<file path="config.mk">
export PLATFORM = sky130hd
export DESIGN_NAME = slcan_frame_deframer
export DESIGN_NICKNAME = d
export VERILOG_FILES = /design/src/rtl/slcan_pkg.sv /design/src/rtl/slcan_frame_deframer.sv /design/src/rtl/slcan_front.sv /design/src/rtl/slcan_queue.sv /design/src/rtl/slcan_back.sv
export SDC_FILE = /design/constraint.sdc
export NUM_CORES = 1
export LEC_CHECK = 0
export BUFFER_PORTS_ARGS = -buffer_cell sky130_fd_sc_hd__buf_2
export CELL_PAD_IN_SITES_DETAIL_PLACEMENT = 1
export CELL_PAD_IN_SITES_GLOBAL_PLACEMENT = 1
export CORE_ASPECT_RATIO = 0.75
export CORE_MARGIN = 8
export CORE_UTILIZATION = 45
export CTS_CLUSTER_DIAMETER = 100
export DETAILED_ROUTE_END_ITERATION = 8
export GPL_TIMING_DRIVEN = 0
export PLACE_DENSITY = 0.84
export REMOVE_ABC_BUFFERS = 1
export SETUP_SLACK_MARGIN = 0.5
export SYNTH_ARGS = -nofsm -noshare
export SYNTH_HDL_FRONTEND = slang
export SYNTH_HIERARCHICAL = 1
export SYNTH_SLANG_ARGS = --single-unit
</file>
<file path="constraint.sdc">
create_clock -name clock -period 10.9 [get_ports clock]
set_input_delay 0.545 -clock clock [delete_from_list [all_inputs] [get_ports clock]]
set_output_delay 0.545 -clock clock [all_outputs]
set_load 0.1 [all_outputs]
</file>
<file path="src/rtl/slcan_pkg.sv">
package slcan_pkg;

   localparam int MAX_DATA_BYTES_DEFAULT = 8;
   localparam int QUEUE_DEPTH            = 2;

   localparam logic [7:0] CH_EXT  = 8'h54;
   localparam logic [7:0] CH_STD  = 8'h74;
   localparam logic [7:0] CH_CR   = 8'h0D;
   localparam logic [7:0] CH_ZERO = 8'h30;

   localparam logic [3:0] EXT_ID_DIGITS = 4'd8;
   localparam logic [3:0] STD_ID_DIGITS = 4'd3;
   localparam logic [4:0] INDEX_LIMIT   = 5'd26;

   localparam int ID_W      = 32;
   localparam int LEN_W     = 4;
   localparam int PAYLOAD_W = 64;
   localparam int NIBBLES   = PAYLOAD_W / 4;
   localparam int RSP_W     = 104;

   // one classified character
   typedef struct packed {
      logic       is_cr;
      logic       is_ext;
      logic       is_std;
      logic       is_hex;
      logic [3:0] nibble;
      logic       len_ok;
      logic [3:0] len_val;
   } token_type;

   // one decoded frame
   typedef struct packed {
      logic [PAYLOAD_W-1:0] payload;
      logic [LEN_W-1:0]     data_length;
      logic [ID_W-1:0]      can_id;
   } frame_type;

endpackage

</file>
<file path="src/rtl/slcan_frame_deframer.sv">
// a carriage return item is held in the token queue, and its frame is then registered for rsp
// throughput: one item per cycle unless stalled, set by the single-step back-end line decoder
// while a result waits, the two-entry token queue fills with further items and then holds
// req_tready low; ready returns in the cycle after the waiting result is taken
// reset: synchronous, active high; clears the queue, the line state and the result valid
module slcan_frame_deframer #(
   parameter int MAX_DATA_BYTES = slcan_pkg::MAX_DATA_BYTES_DEFAULT
) (
   input  logic                        clock,
   input  logic                        reset,
   // received characters
   input  logic                        req_tvalid,
   output logic                        req_tready,
   input  logic [7:0]                  req_tdata,    // [7:0] rx_byte
   // decoded frames
   output logic                        rsp_tvalid,
   input  logic                        rsp_tready,
   // [31:0] can_id, [35:32] data_length, [99:36] payload
   output logic [slcan_pkg::RSP_W-1:0] rsp_tdata
);

   // front end: classify each character into a token
   logic                 q_push;
   logic                 q_pop;
   logic                 q_full;
   logic                 q_not_empty;
   slcan_pkg::token_type push_token;
   slcan_pkg::token_type head_token;
   slcan_pkg::frame_type frame;

   slcan_front #(
      .MAX_DATA_BYTES(MAX_DATA_BYTES)
   ) u_front (
      .req_tvalid (req_tvalid),
      .req_tready (req_tready),
      .req_tdata  (req_tdata),
      .q_full     (q_full),
      .q_push     (q_push),
      .q_token    (push_token)
   );

   // short queue decouples input from a stalled result
   slcan_queue u_queue (
      .clock      (clock),
      .reset      (reset),
      .push       (q_push),
      .push_token (push_token),
      .pop        (q_pop),
      .full       (q_full),
      .not_empty  (q_not_empty),
      .head       (head_token)
   );

   // back end: walk the line and build the frame, result held in an output register
   slcan_back #(
      .MAX_DATA_BYTES(MAX_DATA_BYTES)
   ) u_back (
      .clock       (clock),
      .reset       (reset),
      .q_not_empty (q_not_empty),
      .q_head      (head_token),
      .q_pop       (q_pop),
      .rsp_tvalid  (rsp_tvalid),
      .rsp_tready  (rsp_tready),
      .rsp_frame   (frame)
   );

   // pad to whole bytes
   assign rsp_tdata = {4'b0000, frame};

endmodule

</file>
<file path="src/rtl/slcan_front.sv">
module slcan_front #(
   parameter int MAX_DATA_BYTES = slcan_pkg::MAX_DATA_BYTES_DEFAULT
) (
   input  logic                  req_tvalid,
   output logic                  req_tready,
   input  logic [7:0]            req_tdata,
   input  logic                  q_full,
   output logic                  q_push,
   output slcan_pkg::token_type  q_token
);

   logic [7:0] len_diff;

   assign req_tready = !q_full;
   assign q_push     = req_tvalid && !q_full;
   assign len_diff   = req_tdata - slcan_pkg::CH_ZERO;

   always_comb begin
      q_token         = '0;
      q_token.is_cr   = (req_tdata == slcan_pkg::CH_CR);
      q_token.is_ext  = (req_tdata == slcan_pkg::CH_EXT);
      q_token.is_std  = (req_tdata == slcan_pkg::CH_STD);
      q_token.len_ok  = (len_diff <= 8'(MAX_DATA_BYTES));
      q_token.len_val = len_diff[3:0];
      if (req_tdata >= 8'h30 && req_tdata <= 8'h39) begin
         q_token.is_hex = 1'b1;
         q_token.nibble = len_diff[3:0];
      end else if (req_tdata >= 8'h41 && req_tdata <= 8'h46) begin
         q_token.is_hex = 1'b1;
         q_token.nibble = 4'(req_tdata - 8'h37);
      end else if (req_tdata >= 8'h61 && req_tdata <= 8'h66) begin
         q_token.is_hex = 1'b1;
         q_token.nibble = 4'(req_tdata - 8'h57);
      end
   end

endmodule

</file>
<file path="src/rtl/slcan_queue.sv">
module slcan_queue (
   input  logic                 clock,
   input  logic                 reset,
   input  logic                 push,
   input  slcan_pkg::token_type push_token,
   input  logic                 pop,
   output logic                 full,
   output logic                 not_empty,
   output slcan_pkg::token_type head
);

   localparam int DEPTH = slcan_pkg::QUEUE_DEPTH;
   localparam int AW    = (DEPTH > 1) ? $clog2(DEPTH) : 1;
   localparam int CW    = $clog2(DEPTH + 1);

   slcan_pkg::token_type mem_ff [DEPTH];
   logic [AW-1:0] wr_ptr_ff, wr_ptr_in;
   logic [AW-1:0] rd_ptr_ff, rd_ptr_in;
   logic [CW-1:0] count_ff, count_in;

   assign full      = (count_ff == CW'(DEPTH));
   assign not_empty = (count_ff != '0);
   assign head      = mem_ff[rd_ptr_ff];

   always_comb begin
      wr_ptr_in = wr_ptr_ff;
      rd_ptr_in = rd_ptr_ff;
      count_in  = count_ff;
      if (push) begin
         wr_ptr_in = (wr_ptr_ff == AW'(DEPTH - 1)) ? '0 : wr_ptr_ff + 1'b1;
      end
      if (pop) begin
         rd_ptr_in = (rd_ptr_ff == AW'(DEPTH - 1)) ? '0 : rd_ptr_ff + 1'b1;
      end
      if (push && !pop) begin
         count_in = count_ff + 1'b1;
      end else if (pop && !push) begin
         count_in = count_ff - 1'b1;
      end
   end

   always_ff @(posedge clock) begin
      if (push) begin
         mem_ff[wr_ptr_ff] <= push_token;
      end
   end

   always_ff @(posedge clock) begin
      if (reset) begin
         wr_ptr_ff <= '0;
         rd_ptr_ff <= '0;
         count_ff  <= '0;
      end else begin
         wr_ptr_ff <= wr_ptr_in;
         rd_ptr_ff <= rd_ptr_in;
         count_ff  <= count_in;
      end
   end

   assert property (@(posedge clock) disable iff (reset) full |-> !push)
      else $error("push into full queue");
   assert property (@(posedge clock) disable iff (reset) !not_empty |-> !pop)
      else $error("pop from empty queue");
   assert property (@(posedge clock) disable iff (reset) count_ff <= CW'(DEPTH))
      else $error("queue count overflow");

endmodule

</file>
<file path="src/rtl/slcan_back.sv">
module slcan_back #(
   parameter int MAX_DATA_BYTES = slcan_pkg::MAX_DATA_BYTES_DEFAULT
) (
   input  logic                 clock,
   input  logic                 reset,
   input  logic                 q_not_empty,
   input  slcan_pkg::token_type q_head,
   output logic                 q_pop,
   output logic                 rsp_tvalid,
   input  logic                 rsp_tready,
   output slcan_pkg::frame_type rsp_frame
);

   localparam int NIB = slcan_pkg::NIBBLES;

   logic [4:0]  char_index_ff, char_index_in;
   logic        is_ext_ff, is_ext_in;
   logic [31:0] id_ff, id_in;
   logic [3:0]  len_ff, len_in;
   logic [63:0] data_ff, data_in;
   logic        bad_ff, bad_in;
   logic        rsp_valid_ff, rsp_valid_in;
   slcan_pkg::frame_type rsp_frame_ff, rsp_frame_in;

   logic       out_free;
   logic [5:0] pos;
   logic [5:0] id_len;
   logic [5:0] id_end;
   logic [5:0] data_end;
   logic [5:0] k;
   logic [3:0] byte_no;
   logic [3:0] nib_sel;
   logic       emit;

   assign out_free   = !rsp_valid_ff || rsp_tready;
   assign q_pop      = q_not_empty && out_free;
   assign rsp_tvalid = rsp_valid_ff;
   assign rsp_frame  = rsp_frame_ff;

   assign pos      = {1'b0, char_index_ff};
   assign id_len   = {2'b00, is_ext_ff ? slcan_pkg::EXT_ID_DIGITS : slcan_pkg::STD_ID_DIGITS};
   assign id_end   = id_len + 6'd2;
   assign data_end = id_end + {1'b0, len_ff, 1'b0};
   assign k        = pos - id_end;
   assign byte_no  = k[4:1];
   // high nibble of a byte comes first on the line
   assign nib_sel  = {byte_no[2:0], ~k[0]};
   assign emit     = (pos != '0) && !bad_ff && (pos >= id_end) && (pos >= data_end);

   always_comb begin
      char_index_in = char_index_ff;
      is_ext_in     = is_ext_ff;
      id_in         = id_ff;
      len_in        = len_ff;
      data_in       = data_ff;
      bad_in        = bad_ff;
      rsp_valid_in  = rsp_valid_ff && !rsp_tready;
      rsp_frame_in  = rsp_frame_ff;
      if (q_pop) begin
         if (q_head.is_cr) begin
            if (emit) begin
               rsp_valid_in             = 1'b1;
               rsp_frame_in.can_id      = id_ff;
               rsp_frame_in.data_length = len_ff;
               rsp_frame_in.payload     = data_ff;
            end
            char_index_in = '0;
            is_ext_in     = 1'b0;
            id_in         = '0;
            len_in        = '0;
            data_in       = '0;
            bad_in        = 1'b0;
         end else begin
            if (pos == '0) begin
               is_ext_in = q_head.is_ext;
               if (!q_head.is_ext && !q_head.is_std) begin
                  bad_in = 1'b1;
               end
            end else if (pos <= id_len) begin
               if (!q_head.is_hex) begin
                  bad_in = 1'b1;
               end else begin
                  id_in = {id_ff[27:0], q_head.nibble};
               end
            end else if (pos == id_len + 6'd1) begin
               if (!q_head.len_ok) begin
                  bad_in = 1'b1;
               end else begin
                  len_in = q_head.len_val;
               end
            end else if (byte_no < len_ff) begin
               if (!q_head.is_hex) begin
                  bad_in = 1'b1;
               end else begin
                  for (int j = 0; j < NIB; j++) begin
                     if (nib_sel == 4'(j)) begin
                        data_in[j*4 +: 4] = data_ff[j*4 +: 4] | q_head.nibble;
                     end
                  end
               end
            end
            if (char_index_ff < slcan_pkg::INDEX_LIMIT) begin
               char_index_in = char_index_ff + 5'd1;
            end
         end
      end
   end

   always_ff @(posedge clock) begin
      rsp_frame_ff <= rsp_frame_in;
   end

   always_ff @(posedge clock) begin
      if (reset) begin
         char_index_ff <= '0;
         is_ext_ff     <= 1'b0;
         id_ff         <= '0;
         len_ff        <= '0;
         data_ff       <= '0;
         bad_ff        <= 1'b0;
         rsp_valid_ff  <= 1'b0;
      end else begin
         char_index_ff <= char_index_in;
         is_ext_ff     <= is_ext_in;
         id_ff         <= id_in;
         len_ff        <= len_in;
         data_ff       <= data_in;
         bad_ff        <= bad_in;
         rsp_valid_ff  <= rsp_valid_in;
      end
   end

   assert property (@(posedge clock) disable iff (reset)
                    char_index_ff <= slcan_pkg::INDEX_LIMIT)
      else $error("char index past limit");
   assert property (@(posedge clock) disable iff (reset)
                    (q_pop && q_head.is_cr) |=> (char_index_ff == '0 && !bad_ff))
      else $error("line state not cleared at end of line");
   assert property (@(posedge clock) disable iff (reset)
                    rsp_valid_ff |-> (rsp_frame_ff.data_length <= 4'(MAX_DATA_BYTES)))
      else $error("frame length out of range");
   assert property (@(posedge clock) disable iff (reset)
                    (rsp_valid_ff && !rsp_tready) |-> !q_pop)
      else $error("token consumed while result stalled");

endmodule
</file>
After elaboration in Yosys (flattened, before gate mapping)
Memory sizes are Yosys's and may differ from the RTL's. A register that Yosys moved wholly into a read port is not among the register bits.
Cells that the tools add are included.
{"block": "word_totals", "reg_bits": 212, "mem_bits_rw": 26, "input_bits": 12, "out_inout_bits": 106, "wordCells": 225, "mem_count": 1}
{"name": "u_queue.mem_ff", "words": 2, "width": 13, "read_ports": 1, "rd_clocked_by_memory_dff": 1, "write_ports": 1, "line_no": "slcan_queue.sv:16", "text": "slcan_pkg::token_type mem_ff [DEPTH];"}
{"block": "classes", "addsub": 12, "magnitude_cmp": 12, "n_eq_ne": 25, "mux": 58, "n_bitwise": 17, "reduce_logical": 72}
{"op": "64-bit 2-to-1 mux", "count": 6}
{"op": "32-bit 2-to-1 mux", "count": 4}
{"op": "7-bit AND reduction", "count": 16}
{"op": "4-bit 2-to-1 mux", "count": 22}
{"op": "4-bit OR", "count": 16}
{"op": "2-bit nonzero test", "count": 25}
{"op": "4-bit equality test, second input constant", "count": 8}
{"op": "5-bit 2-to-1 mux", "count": 5}
{"op": "1-bit 2-to-1 mux", "count": 19}
{"op": "4-bit by 3-bit equality test with 1-bit output, second input constant", "count": 4}
{"op": "8-bit by 7-bit equality test with 1-bit output, second input constant", "count": 2}
{"op": "8-bit by 7-bit greater-or-equal comparator with 1-bit output, second input constant", "count": 2}
{"op": "8-bit by 7-bit <= comparator with 1-bit output, second input constant", "count": 2}
{"op": "5-bit by 6-bit greater-or-equal comparator with 1-bit output", "count": 2}
{"op": "1-bit logical AND", "count": 12}
{"op": "4-bit by 2-bit equality test with 1-bit output, second input constant", "count": 2}
{"op": "8-bit by 4-bit equality test with 1-bit output, second input constant", "count": 1}
{"op": "8-bit by 6-bit greater-or-equal comparator with 1-bit output, second input constant", "count": 1}
{"op": "8-bit by 4-bit <= comparator with 1-bit output, second input constant", "count": 1}
{"op": "8-bit by 6-bit <= comparator with 1-bit output, second input constant", "count": 1}
{"op": "1-bit zero test", "count": 8}
{"op": "4-bit AND reduction", "count": 2}
{"op": "4-bit by 3-bit subtractor with 4-bit output, second input constant", "count": 2}
{"op": "8-bit by 6-bit subtractor with 8-bit output, second input constant", "count": 1}
{"op": "27 further kinds", "count": 32}

Depth between registers and ports, before layout
Gate-level depths: netlist of run 1.
{"block": "logic_depth", "ltp_word": 12, "ltp_mapped": 14}

Hierarchy
The synthesis of run 1 kept the hierarchy.
{"mod": "slcan_back", "n_inst": 1, "cells_each": 570, "area_each_um2": 7773.7, "seq_area_each_um2": 5165.0}
{"mod": "slcan_queue", "n_inst": 1, "cells_each": 62, "area_each_um2": 1142.3, "seq_area_each_um2": 880.8}
{"mod": "slcan_front", "n_inst": 1, "cells_each": 40, "area_each_um2": 284.0, "seq_area_each_um2": 0.0}
{"mod": "slcan_frame_deframer", "n_inst": 1, "cells_each": 5, "area_each_um2": 33.8, "seq_area_each_um2": 0.0}

Worst setup path after synthesis of run 1
OpenSTA, ideal clock, no wires.
{"block": "synth_path", "path_kind": "register to register", "startpoint": "register u_back.is_ext_ff", "endpoint": "register u_back.rsp_frame_ff (netlist bit u_back/rsp_frame[0]), enable pin", "setup_time_ns": 0.467, "arrival_ns": 4.120, "t_required_ns": 10.433, "slack_ns": 6.313, "stages_incl_launch_ff": 9, "n_path_buf": 0, "synth_period_minus_slack_ns": 4.587, "cell_sequence": "dfxtp_1 inv_1 ha_1 fa_1 nor2b_1 o21a_1 nor2_1 a211oi_1 o21a_1"}
{"block": "synth_via", "elab_chain_cells": 6, "elab_cells_between_ends": 8, "cone_classes": "2 x add/sub; 2 x order compare; 1 x mux; 3 x reduce/logical"}
{"element": "start: declaration", "line_no": "slcan_back.sv:17", "text": "logic is_ext_ff, is_ext_in;"}
{"element": "start signal: assignment", "line_no": "slcan_back.sv:124", "text": "is_ext_ff <= is_ext_in;"}
{"element": "4-bit 2-to-1 mux (*)", "line_no": "slcan_back.sv:41", "text": "assign id_len = {2'b00, is_ext_ff ? slcan_pkg::EXT_ID_DIGITS : slcan_pkg::STD_ID_DIGITS};"}
{"element": "4-bit by 2-bit adder with 5-bit output (*)", "line_no": "slcan_back.sv:42", "text": "assign id_end = id_len + 6'd2;"}
{"element": "6-bit by 5-bit adder with 6-bit output or 5-bit by 6-bit greater-or-equal comparator with 1-bit output (tied branches)", "line_no": "slcan_back.sv:43, slcan_back.sv:48"}
{"element": "5-bit by 6-bit greater-or-equal comparator with 1-bit output or 1-bit logical AND (tied branches)", "line_no": "slcan_back.sv:48", "text": "assign emit = (pos != '0) && !bad_ff && (pos >= id_end) && (pos >= data_end);"}
{"element": "1-bit logical AND (*)", "line_no": "slcan_back.sv:48"}
{"element": "3-bit AND reduction (no source line) (*)"}
{"element": "end signal: assignment", "line_no": "slcan_back.sv:110", "text": "rsp_frame_ff <= rsp_frame_in;"}
{"element": "end: declaration", "line_no": "slcan_back.sv:23", "text": "slcan_pkg::frame_type rsp_frame_ff, rsp_frame_in;"}
Every way passes the cells marked *; elsewhere a longest branch is shown, timed or not.
A chain may end at the register's enable or synchronous reset.

Final worst setup path of run 1
{"block": "layout_path", "startpoint": "register u_back.is_ext_ff", "endpoint": "register u_back.data_ff[25]"}
{"block": "layout_via", "elab_chain_cells": 7, "elab_cells_between_ends": 14, "cone_classes": "3 x add/sub; 2 x order compare; 4 x eq/ne; 1 x mux; 1 x bitwise; 3 x reduce/logical"}
{"element": "4-bit 2-to-1 mux (*)", "line_no": "slcan_back.sv:41"}
{"element": "branches (longest 5 deep; another with 4-bit by 2-bit adder with 5-bit output)"}
{"element": "7-bit AND reduction (no source line) (*)"}
{"element": "end signal: assignment", "line_no": "slcan_back.sv:127", "text": "data_ff <= data_in;"}
{"element": "end: declaration", "line_no": "slcan_back.sv:20", "text": "logic [63:0] data_ff, data_in;"}
Mark *: on every way between the ends.

==> summary.txt, run 1 <==
Status
  – Outcome: finished clean

Yosys
  – Synth area leader: edfxtp_1
  – Cell Area, Synth: 9230 sq um
  – Gate Count Post-Synth: 677
  – Asr flop ratio synth: 0
  – Yosys cell types: 66
  – EDFF count, synth: 126
  – Post-synth top flop: edfxtp_1
  – Seq/Total Area, Yosys: 0.655
  – Top-count cell post-synth: edfxtp_1
  – Synth warn: 6
  – Post-synth top area share: 0.410
  – Synth cell count leaders: edfxtp_1 (126), dfxtp_1 (113), a32o_1 (52)
  – Top post-synthesis cells by area: edfxtp_1 (41%), dfxtp_1 (24%), a32o_1 (5.6%), or4b_1 (3.5%), ha_1 (2.8%)
  – Mean Syn Cell Area: 13.6 sq um
  – Yosys reg bits: 239

Layout
  – Final net count: 811
  – Share of layout cells above drive strength 1: 0.239
  – Final Instance Area: 10800 sq um
  – Antenna Cells: 0
  – Area growth from synthesis to layout: 16.7%
  – Finished Layout Cells: 1052
  – Final core occ: 0.535

Route
  – Residual DRC: 0
  – WL final: 21600 um
  – Drt via density: 5.68
  – DR iter-0 viols: 395
  – Via count: 5971
  – Routed Antenna Nets: 0
  – DRT Pass-1 Iters: 4
  – Drt wl/cell: 20.5 um

Critical path
  – WS Path Type: register to register
  – Crit. End Element: register
  – Startpoint Class: register
  – Critical Path RT: 11340 ps
  – Crit Path Max Fanout: 32
  – Crit path arrival time: 5060 ps

Clocking
  – Later-pin clock latency in the skew report: 520 ps
  – Post_cts resized: 0
  – Root Buffer: clkbuf_16
  – Postcts setup bufs: 0
  – H-Tree Level Count: 1
  – Clock transition at path regs: 60 ps
  – CTS tree: built
  – CTS Buf Count: 24
  – Clock Sinks: 239
  – CTS Hold Bufs: 0
  – CTS max path bufs: 3

Timing
  – Final setup violation count: 0
  – Fmax: 0.216 GHz
  – Fin. Hold Viols: 0
  – Relative max-transition margin: 0.201
  – Slew Limit Fails: 0
  – RSZ-0062 raised after global routing: no
  – WHS: 338 ps
  – Setup TNS Final: 0 ps
  – Tightest Pin Transition: 1200 ps
  – Final worst slack: 6280 ps
  – Minimum clock period: 4620 ps
  – Clk_skew: 17.2 ps
  – Crit share post-route: 0.424

Global routing
  – GR Overflow Total: 0
  – Largest net degree at the start of global routing: 58
  – Total global-route track usage: 0.164
  – First-pass GRT wire length: 34200 um
  – Vias in the first global route: 6176
  – Initial antenna violation count: 0

Floorplanning
  – Initial Util: 0.458
  – IO Count: 118
  – Core Region: 20200 sq um
  – Die Y: 140 um
  – Placement row count: 45
  – Die ar.: 25400 sq um
  – Chip width: 181 um

Place
  – Worst Setup Slack post-DPL: 6330 ps
  – Final HPWL DP: 14100 um
  – RD Place Congestion: 0.808
  – Port Buffer Count: 113
  – Post-placement cell area: 10000 sq um
  – Cell total after placement: 1008

Power
  – Total power: 2.15 mW
  – Pwr dens: 200 nW/um^2
  – Pleak: 4.28 nW
  – VDD IR max: 0.102 mV

Run
  – Max Cap Viol: 0

Min path
  – Hold Crit Class: input port to register
## sequential cells by signal, summed over array words and instances, names as in the netlist, named ones only
signal,flops
u_back/rsp_frame,100
u_back/char_index_ff,5
u_queue/rd_ptr_ff,1
u_queue/wr_ptr_ff,1
u_queue/mem_ff,26
u_back/id_ff,32
u_back/rsp_tvalid,1
u_back/bad_ff,1
u_back/is_ext_ff,1
u_back/len_ff,4
u_back/data_ff,64
u_queue/count_ff,2
## path summary, 6_finish.rpt
kind	from	to	slack, ps	depth (start not counted)
setup / recovery	u_back/is_ext_ff	u_back/data_ff[25]	6280	10
hold / removal	req_tdata[1]	u_queue/mem_ff[1][1]	340	1
setup reg to reg	u_back/is_ext_ff	u_back/data_ff[25]	6280	10
hold reg to reg	u_back/data_ff[58]	u_back/rsp_frame[94]	420	0
## kinds of logic (layout without fill, tap and decap cells)
logic type,after synthesis,after routing,synth area share
compound gates,187,187,0.150
xor+xnor,11,11,0.0104
fa+ha+maj,23,23,0.0328
buf+inv,74,188,0.0374
flops,239,239,0.655
mux,15,15,0.0180
other cells,1,4,0.000406
simple gates,127,127,0.0962
## report_power, final
part / internal [mW] / switching, mW / total [mW]
clock network: 0.430 / 0.326 / 0.756
registers: 0.973 / 0.0215 / 0.995
logic: 0.123 / 0.279 / 0.402
## critical path: stages, from the launching register on
cell and delay, ps:
dfxtp_1 500, inv_1 200, ha_1 290, fa_1 460, xnor2_1 800, ha_1 380
a21boi_0 120, o22ai_1 220, and4_1 350, o211a_1 910, a32o_1 300
## per-layer routing
metal  vias up  routed length, um  track usage
met5         -                  0            0
met4         0                341       0.0370
met2       150              10100        0.271
met1      2985               9980        0.217
li1       2804                  -            -
met3        32               1110       0.0398
## layout by cell type, fill, tap and decap left out, types with 4 or more instances in the layout
cell       Yosys  routed
or4b_1        32      32
and2_1        10      10
nor2_1        20      20
and3_1         5       5
nor2b_1       12      12
nand2_1       10      10
mux2_2        13      13
o21a_1         5       4
nor3_1         4       4
nand2b_1       6       6
a21oi_1       47      44
clkinv_2       0       4
clkbuf_16      0      24
xnor2_1        8       8
o21ai_1        6       6
buf_2          5     114
o21ai_0       34      34
a22o_1        17      17
conb_1         1       4
ha_1          21      21
inv_1         21      21
a32o_1        52      52
nand3_1        5       5
edfxtp_1     126     126
dfxtp_1      113     113
clkbuf_1      34      10
## final cells by class
type                       instances  area (sq um)
fill                            2019          9380
sequential                       239          6050
multi-input combinational        367          2900
timing repair buffer             122           694
clock buffer                      37           679
tap                              258           323
inverter                          22          82.6
clock inverter                     7          47.5
Power figures use the tool's default switching activity.
==> run 2: changes to the inputs <==
==> constraint.sdc (replaced) <==
create_clock -name clock -period 4.67 [get_ports clock]
set_input_delay 0.2335 -clock clock [delete_from_list [all_inputs] [get_ports clock]]
set_output_delay 0.2335 -clock clock [all_outputs]
set_load 0.1 [all_outputs]
==> run 2 against run 1 <==
Against the previous run:
- global-route usage stayed put
- register-to-register slack got worse by 5600 ps
- core utilization is 0.074 points higher
- worst setup slack lost 5600 ps
- power grew 130%
- routed wire length hardly changed
- critical path depth rose by 3
- critical path type unchanged
- largest cell class unchanged
==> summary.txt, run 2 (synthesized netlist as in run 1, its figures left out) <==
Clocking
  – CTS Buf Count: 24
  – Postcts setup bufs: 0
  – CTS tree: built
  – Clock Sinks: 239
  – CTS max path bufs: 3
  – Later-pin clock latency in the skew report: 520 ps
  – H-Tree Level Count: 1
  – Clock transition at path regs: 60 ps
  – Root Buffer: clkbuf_16

Timing
  – Final setup violation count: 0
  – Fin. Hold Viols: 0
  – Tightest Pin Transition: 1180 ps
  – Minimum clock period: 4000 ps
  – Clk_skew: 17.3 ps
  – Slew Limit Fails: 0
  – Crit share post-route: 0.856
  – RSZ-0062 raised after global routing: yes
  – Fmax: 0.250 GHz
  – Setup TNS Final: 0 ps
  – Relative max-transition margin: 0.213

Layout
  – Most common cell after layout, fill and taps aside: edfxtp_1
  – Antenna Cells: 0
  – Finished Layout Cells: 1052
  – Filler cells: 2018
  – Max FFs per register: 100
  – Share of layout cells above drive strength 1: 0.242
  – Seq. cell area: 6050 sq um
  – Final core occ: 0.535
  – Commonest non-fill, non-tap cells in the layout: edfxtp_1 (126), buf_2 (114), dfxtp_1 (113), a32o_1 (52), a21oi_1 (44)
  – Multi-input logic area: 2920 sq um
  – Final net count: 811
  – Area growth from synthesis to layout: 16.9%

Run
  – Max Cap Viol: 0

Floorplanning
  – Placement row count: 45
  – Core Region: 20200 sq um
  – Initial Util: 0.458
  – IO Count: 118
  – Die ar.: 25400 sq um
  – Chip width: 181 um
  – Die Y: 140 um

Route
  – DR iter-0 viols: 403
  – DRT Pass-1 Iters: 4
  – Drt wl/cell: 20.5 um
  – WL final: 21600 um
  – Post-Route M1 WL: 10000 um
  – Met3 WL post-DR: 1090 um
  – Drt via density: 5.70
  – Top sig layer: met4
  – Residual DRC: 0
  – Routed Antenna Nets: 0
  – Met2 routed WL: 10200 um
  – Via count: 5997

Critical path
  – Critical path's slowest cell: dfxtp_1
  – WS Path Type: register to register
  – Startpoint Class: register
  – Slowest stage delay, CP: 510 ps
  – Top delay family on crit path: simple AND/OR/NAND/NOR gates
  – Crit. End Element: register
  – Worst Path Buf+Inv: 1
  – Crit path arrival time: 4450 ps
  – Crit-path cells: inv_1, ha_1, fa_1, nor2b_1, o21a_1, nor2_1, xor2_1, ha_1, or3_1, o22ai_1, and4_1, and3_1, a32o_1
  – Crit Path Max Fanout: 8
  – Critical Path RT: 5120 ps
  – Most used cell, CP: ha_1

Power
  – VDD IR max: 0.241 mV
  – Pleak: 4.29 nW
  – Pwr dens: 467 nW/um^2
  – Total power: 5.04 mW

Global routing
  – Largest net degree at the start of global routing: 58
  – Total global-route track usage: 0.164
  – Vias in the first global route: 6176
  – GR Overflow Total: 0
  – Initial antenna violation count: 0
  – First-pass GRT wire length: 34200 um

Place
  – Cell total after placement: 1008
  – Port Buffer Count: 113
  – Final HPWL DP: 14100 um
  – RD Place Congestion: 0.808

Status
  – Outcome: finished clean

Min path
  – Hold Crit Class: input port to register
-- run 2: changes by cell type in the layout (fill, tap and decap cells not counted) --
cell and change:
o211a_1 -1, xnor2_2 +1, o211a_4 +1, xnor2_1 -1
-- run 2: cell type report --
type                            count  area share
Inverter                           22     0.00765
Sequential cell                   239       0.560
Timing Repair Buffer              122      0.0643
Multi-Input combinational cell    367       0.270
Clock buffer                       37      0.0630
Clock inverter                      7     0.00441
Tap cell                          258      0.0299
-- run 2: worst reg2reg max path: stages, from the launching register on --
cell and delay [ps]:
dfxtp_1 510, inv_1 210, ha_1 290, fa_1 480, nor2b_1 240, o21a_1 140
nor2_1 60, xor2_1 150, ha_1 220, or3_1 380, o22ai_1 200, and4_1 350
and3_1 470, a32o_1 250
-- run 2: power by group --
part / internal [mW] / switching, mW
Sequential: 2.27 / 0.0502
Clock: 1.00 / 0.763
Combinational: 0.291 / 0.655
-- run 2: per-layer routing --
layer | vias to the layer above | global-route usage
li1 | 2805 | -
met1 | 3014 | 0.217
met2 | 146 | 0.271
met3 | 32 | 0.0398
met4 | 0 | 0.0370
met5 | - | 0
-- run 2: path summary, 6_finish.rpt --
| check | startpoint | end | slack [ps] | cells past startpoint |
|---|---|---|---|---|
| hold / removal | req_tdata[1] | u_queue/mem_ff[1][1] | 30 | 1 |
| setup / recovery | u_back/is_ext_ff | u_back/data_ff[53] | 670 | 13 |
| setup reg to reg | u_back/is_ext_ff | u_back/data_ff[53] | 670 | 13 |
| hold reg to reg | u_back/data_ff[58] | u_back/rsp_frame[94] | 420 | 0 |
-- run 2: stage by stage --
| step | hold WS [ps] | cell area, sq um | worst slack, ps |
|---|---|---|---|
| 2_1_floorplan | 303 | 8980 | 82.8 |
| 3_3_place_gp | 412 | 9870 | -1320 |
| 3_5_place_dp | 415 | 10000 | 102 |
| 4_1_cts | 8.74 | 10800 | 702 |
| 5_1_grt | 26.5 | 10800 | 498 |
| 6_report | 25.6 | 10800 | 674 |
-- run 2: repair_timing --
action                     in CTS  in global routing
resized for setup               3                  0
hold buffers                    0                  0
gates cloned                    0                  0
setup endpoints to repair      32                  5
pin swaps                       0                  1
